### src/design/aalr_pkg.sv
// ----------------------------------------------------------------------------
// aalr_pkg: shared types and constants
// Widths, operation codes and sequencer states of the line rasterizer.
// ----------------------------------------------------------------------------
package aalr_pkg;

    localparam int CoordW  = 28;
    localparam int SizeW   = 13;
    localparam int AccW    = 32;
    localparam int ChanW   = 8;
    localparam int PixW    = 12;
    localparam int QuotW   = 56;
    localparam int AddrW   = 3;
    localparam logic [31:0] OneFix   = 32'h0001_0000;
    localparam logic [31:0] FracMask = 32'h0000_FFFF;

    localparam logic OpLoad = 1'b0;
    localparam logic OpStep = 1'b1;

    localparam logic RegWidth  = 1'b0;
    localparam logic RegHeight = 1'b1;

    typedef enum logic [2:0] {
        ST_IDLE,
        ST_SETUP,
        ST_DIV_SLOPE,
        ST_DIV_PRE,
        ST_FINISH,
        ST_OUT
    } state_t;

    // request of a division to the shared divider
    typedef struct packed {
        logic              start;
        logic [QuotW-1:0]  num;    // magnitude
        logic [31:0]       den;    // magnitude, nonzero
    } div_req_t;

    typedef struct packed {
        logic              done;
        logic [QuotW-1:0]  quot;   // rounded magnitude
    } div_rsp_t;

endpackage

### src/design/aalr_divider.sv
// ----------------------------------------------------------------------------
// aalr_divider: shared restoring divider
// Unsigned magnitude division, one quotient bit per cycle, rounded to nearest.
// ----------------------------------------------------------------------------
module aalr_divider
    import aalr_pkg::*;
(
    input  logic     clk,
    input  logic     rst_n,
    input  div_req_t req,
    output div_rsp_t rsp
);

    localparam int CntW = $clog2(QuotW + 1);

    logic [QuotW-1:0] num_reg, num_next;
    logic [QuotW-1:0] quot_reg, quot_next;
    logic [33:0]      rem_reg, rem_next;
    logic [31:0]      den_reg, den_next;
    logic [CntW-1:0]  cnt_reg, cnt_next;
    logic             busy_reg, busy_next;
    logic             done_reg, done_next;
    logic [33:0]      trial;

    always_comb
    begin
        num_next  = num_reg;
        quot_next = quot_reg;
        rem_next  = rem_reg;
        den_next  = den_reg;
        cnt_next  = cnt_reg;
        busy_next = busy_reg;
        done_next = 1'b0;
        trial     = '0;
        if (req.start)
        begin
            num_next  = req.num;
            den_next  = req.den;
            rem_next  = '0;
            quot_next = '0;
            cnt_next  = CntW'(QuotW);
            busy_next = 1'b1;
        end
        else if (busy_reg)
        begin
            trial    = {rem_reg[32:0], num_reg[QuotW-1]};
            num_next = {num_reg[QuotW-2:0], 1'b0};
            if (trial >= {2'b00, den_reg})
            begin
                rem_next  = trial - {2'b00, den_reg};
                quot_next = {quot_reg[QuotW-2:0], 1'b1};
            end
            else
            begin
                rem_next  = trial;
                quot_next = {quot_reg[QuotW-2:0], 1'b0};
            end
            cnt_next = cnt_reg - 1'b1;
            if (cnt_reg == CntW'(1))
            begin
                busy_next = 1'b0;
                done_next = 1'b1;
            end
        end
    end

    always_ff @(posedge clk or negedge rst_n)
    begin
        if (!rst_n)
        begin
            busy_reg <= 1'b0;
            done_reg <= 1'b0;
            cnt_reg  <= '0;
        end
        else
        begin
            busy_reg <= busy_next;
            done_reg <= done_next;
            cnt_reg  <= cnt_next;
        end
    end

    always_ff @(posedge clk)
    begin
        num_reg  <= num_next;
        quot_reg <= quot_next;
        rem_reg  <= rem_next;
        den_reg  <= den_next;
    end

    // round half up: remainder*2 >= den
    assign rsp.done = done_reg;
    assign rsp.quot = quot_reg + QuotW'({rem_reg[32:0], 1'b0} >= {2'b00, den_reg});

endmodule

### config.mk
export PLATFORM = sky130hd
export DESIGN_NAME = aalr_divider
export DESIGN_NICKNAME = d
export VERILOG_FILES = /design/src/design/aalr_pkg.sv /design/src/design/aalr_divider.sv
export SDC_FILE = /design/constraint.sdc
export NUM_CORES = 1
export LEC_CHECK = 0
export BUFFER_PORTS_ARGS = -buffer_cell sky130_fd_sc_hd__buf_2
export CAP_MARGIN = 25
export CORE_MARGIN = 4
export CORE_UTILIZATION = 35
export DETAILED_ROUTE_END_ITERATION = 8
export PLACE_DENSITY = 0.6
export SETUP_SLACK_MARGIN = 0.1
export SLEW_MARGIN = 10
export SYNTH_ARGS = -nofsm -noshare
export SYNTH_HDL_FRONTEND = slang
export SYNTH_SLANG_ARGS = --single-unit
### constraint.sdc
create_clock -name clk -period 9.7 [get_ports clk]
set_input_delay 0.97 -clock clk [delete_from_list [all_inputs] [get_ports clk]]
set_output_delay 0.97 -clock clk [all_outputs]
set_load 0.05 [all_outputs]
==> impl_results.md, run 1 <==
- Status: finished, final reports clean
- Worst-path clk slew: 0.08 ns
- DRT Wirelength: 22300 um
- Post-synth EDFFs: between 80 and 90
- Final period util: 60.3%
- Detail Route Antenna Nets: 0
- Die Y: 178 um
- Drt pass-1 iters: 5
- Routability cong.: around 0.84
- Port Buf Inserts: 147
- Setup_tns: 0 ns
- Max_cap viols: 0
- Tmin final: 5.85 ns
- Via Count: 7474
- Skew-Pair Late Insertion Delay: 0.44 ns
- Initial antenna violation count: 9
- Power, Total: approximately 1.7 mW
- Commonest non-fill, non-tap cells in the layout: buf_2 (146), nor2_1 (127), dfxtp_1 (89)
- Fraction of layout cells with a size suffix above 1: 23.5%
- Row count: just over 60
- Nets: approximately 1200
- Crit path arrival time: 4.88 ns
- Crit path capture type: output pin
- Die area: 31800 um2
- Via density per instance: 4.94
- Pwr dens: 143 nW/um2
- Routed len/inst: 14.7 um
- Comb pwr share: 8.4%
- FF+latch area: 4630 um2
- Clock Skews: 0.0151 ns
- Endpoints failing setup: 0
- Clock buffer count from CTS: 17
- Clock Power Share: 39.8%
- NetSw: 0.419 mW
- Distinct cells, synth: 79
- Initial core utilization: 35.4%
- Maximum clock rate: 171 MHz
- Root buffer cell: clkbuf_16
- Die W: 178 um
- Vias in the first global route: about 7400
- # hold bufs at CTS: 0
- Sequential power share: 51.9%
- Synthesized instance count: between 900 and 1000
- Total GRT Usage: approximately 14%
- CP startpoint kind: flop
- Syn. warnings: 0
- Syn_area_per_cell: approximately 10 um2
- Crit path max fanout: 8
- CTS max path bufs: 2
- Sw Ratio: 24.8%
- Internal: 1.27 mW
- Number of synthesized register bits: between 150 and 200
- Pin count of the biggest net entering global routing: between 80 and 90
- Cell Area, Synth: slightly above 10000 um2
- GRT overflow: 0
- Synth Flop Type: dfxtp_1
- Hold Violations, Final: 0
- Clock sink total: ~190
- Syn_nets: approximately 1100
- RSZ-0062 raised after global routing: false
- Rel. slew slack: between 30% and 40%
- First-pass GRT wire length: 36800 um
- Area Growth Syn to Fin: 15.8%
- # fillers: 2895
- Htree depth: 4
- VDD IR max: 0.114 mV
- Multi-input logic area: a little over 5000 um2
- Post-CTS sizing: 0
- Detailed placement HPWL: 15700 um
- Post-CTS Setup Bufs: 0
- Fin util: 41.0%
- Commonest non-fill, non-tap cell in the layout: buf_2
- Min-delay worst type: primary input to asynchronous set/reset pin
- Worst Tran Pin Value: 1.00 ns
- LEAKAGE: 5.21 nW
- Register area share after synthesis: about 45%
- Async SR Flop Fraction: 4.32%
- Final slew viol count: 0
- DR DRC count: 0
- Core Area: 28700 um2
- DRT iter0 DRCs: 413
- Kind of critical path: flop to output pin
- CTS tree: built
- Critical Path RT: roughly 8.7 ns
- I/O Pins: about 150
## layer usage
| layer | share of wire, % | vias up | global-route usage [%] |
|---|---|---|---|
| li1 | - | 3789 | - |
| met1 | 47 | 3513 | 18.6 |
| met2 | 45 | 133 | 22.0 |
| met3 | 6.9 | 27 | 5.34 |
| met4 | 1.1 | 12 | 4.54 |
| met5 | 0.30 | - | 0 |
## path summary, 6_finish.rpt
check / start / end / slack [ns] / depth (start not counted)
setup / recovery: den_reg[13] / rsp[46] / 3.85 / 19
hold / removal: rst_n / cnt_reg[0] / 0.36 / 1
setup reg to reg: den_reg[0] / rem_reg[31] / 6.76 / 11
hold reg to reg: rem_reg[29] / rem_reg[29] / 0.47 / 2
max in group asynchronous: rst_n / busy_reg / 9.14 / 1
min in group clk: rem_reg[29] / rem_reg[29] / 0.47 / 2
## power by group through the flow
stage / sequential, mW / clock, mW / combinational (mW)
final: 0.876 / 0.672 / 0.141
after global routing: 0.881 / 0.734 / 0.160
after CTS: 0.877 / 0.702 / 0.143
after detailed placement: 0.894 / 0 / 0.142
after global placement: 0.894 / 0 / 0.140
after floorplan: 0.889 / 0 / 0.102
## stage by stage
step	instances	hold WS [ns]	worst slack (ns)	cell area, um2
3_5_place_dp	1480	0.467	4.29	11200
2_1_floorplan	992	0.443	4.65	10200
6_report	1514	0.361	3.85	11800
5_1_grt	1514	0.341	3.47	11800
4_1_cts	1512	0.338	3.79	11800
3_3_place_gp	1480	0.465	4.42	11200
## synthesized netlist by cell type (25+ instances only)
master / number / area (um2)
a211oi_1: 26 / 195
a21oi_1: 32 / 160
dfxtp_1: 89 / 1780
edfxtp_1: 88 / 2640
ha_1: 36 / 450
inv_1: 45 / 169
mux2_2: 55 / 619
mux2i_1: 75 / 751
nand2_1: 67 / 251
nor2_1: 127 / 477
o21ai_0: 26 / 130
xnor2_1: 61 / 534
xor2_1: 25 / 219
## critical path, cell delays in order, from the launching register on
cell and delay (ns):
edfxtp_1 0.33, inv_1 0.04, ha_1 0.45, nand4_2 0.19
or2_1 0.30, o221ai_2 0.24, a31oi_1 0.12, o21ai_0 0.20
a21bo_2 0.20, ha_1 0.17, ha_1 0.19, nand3_1 0.14
nor2_1 0.35, nand2_1 0.21, or2_4 0.31, nor3_4 0.21
nand2b_1 0.20, nor2_1 0.16, xor2_1 0.15, buf_2 0.28
## layout make-up
type	count	share of cell area, %
clock buffers	18	3.65
diodes	2	0.0425
well taps	384	4.08
repair buffers	152	6.62
inverters	45	1.43
multi-input cells	714	43.7
flip-flops and latches	185	39.3
clock inverters	14	1.17
## cell families after synthesis
kind of cell             synth area share, %
AO/OA/AOI/OAI                           10.2
XOR/XNOR                                7.41
adder cells (fa/ha/maj)                 4.63
buffers and inverters                   3.89
flip-flops                              45.5
multiplexers                            13.7
AND/OR/NAND/NOR                         14.7
Note: power is estimated with default switching activity, not from simulation.
==> inputs of run 2 (changes only) <==
Clock period 9.7 ns to 5.4 ns, I/O delays scaled along.
==> impl_results.md, run 2 (synthesis gave the netlist of run 1 again) <==
- Detail Route Antenna Nets: 0
- Root buffer cell: clkbuf_16
- Clock buffer count from CTS: 17
- CP endpoint: rsp[46]
- Max_cap viols: 0
- Reg2Reg Depth: 10
- CP startpoint kind: flop
- Routability cong.: 0.823
- Crit path max fanout: 5
- Hold Violations, Final: 0
- GRT overflow: 0
- CTS max path bufs: 2
- Die Y: 178 um
- Vias in the first global route: 7404
- Initial antenna violation count: 9
- Min-delay worst type: primary input to flop
- Reg2reg start: den_reg[11]
- CTS tree: built
- Core Area: between 20000 and 30000 um2
- # fillers: 2892
- Rel. slew slack: 38.7%
- Maximum clock rate: 200 MHz
- Worst-path clk slew: 0.07 ns
- Tmin final: 5.00 ns
- Crit path arrival time: 4.46 ns
- Final period util: 92.6%
- Row count: 62
- Pwr dens: 257 nW/um2
- DRT Wirelength: 22400 um
- Via Count: 7461
- Final slew viol count: 0
- Nets: about 1200
- Port Buf Inserts: 147
- Worst Tran Pin Value: approximately 0.92 ns
- Detailed placement HPWL: 15800 um
- Htree depth: 4
- Drt pass-1 iters: 5
- Via density per instance: ~5
- Endpoints failing setup: 0
- DRT iter0 DRCs: 304
- Clock Skews: roughly 0.016 ns
- Die W: 178 um
- LEAKAGE: 5.24 nW
- First-pass GRT wire length: about 37000 um
- Register-to-register setup slack: approximately 2.2 ns
- Skew-Pair Late Insertion Delay: 0.44 ns
- Total GRT Usage: 14.3%
- R2r endpoint: rem_reg[26]
- Routed len/inst: 14.8 um
- Commonest non-fill, non-tap cells in the layout: buf_2 (141), nor2_1 (127), dfxtp_1 (89)
- Pin count of the biggest net entering global routing: 107
- Worst slack, placed: approximately 0.55 ns
- Die area: 31800 um2
- DR DRC count: 0
- Setup_tns: 0 ns
- Status: finished, final reports clean
- RSZ-0062 raised after global routing: false
- Commonest non-fill, non-tap cell in the layout: buf_2
- Final setup margin: 0.400 ns
- Fraction of layout cells with a size suffix above 1: between 20% and 30%
- Crit path capture type: output pin
- Kind of critical path: flop to output pin
- Clock sink total: 185
- Post-DP Area: 11200 um2
- Design area: approximately 12000 um2
- CP startpoint: den_reg[10]
- Initial core utilization: 35.4%
- I/O Pins: approximately 150
- VDD IR max: 0.216 mV
- Area Growth Syn to Fin: 17.1%
- Critical Path RT: 4.86 ns
[run 2: layout make-up]
cell class / count / area [um2] / area share (%)
antenna: 2 / 5.00 / 0.0420
clock buffer: 21 / 472 / 3.96
clock inverter: 11 / 101 / 0.851
inverter: 45 / 169 / 1.42
multi-input combinational: 714 / 5220 / 43.8
sequential: 185 / 4630 / 38.9
tap: 384 / 480 / 4.04
timing repair buffer: 157 / 832 / 6.99
[run 2: through the flow]
stage | power [mW] | util, % | cells | hold slack (ns)
after global placement | 1.86 | 39.1 | 1483 | 0.393
after detailed placement | 1.86 | 39.1 | 1483 | 0.395
after CTS | 3.11 | 41.2 | 1516 | 0.247
after floorplan | 1.78 | - | 992 | 0.244
final | 3.06 | 41.5 | 1519 | 0.268
after global routing | 3.21 | 41.5 | 1519 | 0.245
[run 2: critical path, cell delays in order (launching register included)]
cell      delay [ns]
edfxtp_1        0.32
inv_1           0.04
ha_1            0.41
nand4_4         0.15
or2_4           0.30
o221ai_4        0.19
a31oi_1         0.12
o21ai_1         0.15
a21bo_2         0.18
ha_1            0.18
ha_2            0.21
nand3_2         0.12
nor2_1          0.12
buf_4           0.15
nand2_1         0.12
or2_4           0.29
nor3_4          0.19
buf_4           0.17
nand2b_4        0.08
nor2_1          0.12
xor2_1          0.16
buf_4           0.22
[run 2: layer usage]
| layer | up-vias | global-route usage [%] | wire [um] | share of wire, % |
|---|---|---|---|---|
| met5 | - | 0 | 96 | 0.43 |
| met4 | 14 | 4.25 | 356 | 1.6 |
| met3 | 38 | 5.47 | 1520 | 6.8 |
| met2 | 139 | 22.0 | 10000 | 45 |
| met1 | 3479 | 18.6 | 10400 | 46 |
| li1 | 3791 | - | - | - |
[run 2: worst min path at each step]
stage / from / to / slack (ns) / depth (start not counted)
after global routing: req[8] / den_reg[8] / 0.24 / 1
after detailed placement: rst_n / done_reg / 0.40 / 1
after CTS: req[2] / den_reg[2] / 0.25 / 1
after floorplan: rst_n / busy_reg / 0.24 / 0
after global placement: rst_n / done_reg / 0.39 / 1
final: req[2] / den_reg[2] / 0.27 / 1
[run 2: timing repair]
item,CTS,global route
pin swaps,0,2
hold buffers,1,0
gates resized for setup,4,15
setup endpoints to repair,3,17
setup buffers,0,1
endpoints found under the hold margin,8,0
[run 2: power by group]
group          internal [mW]  switching [mW]  total [mW]
Sequential              1.55          0.0267        1.57
Combinational          0.126           0.132       0.258
Clock                  0.662           0.569        1.23
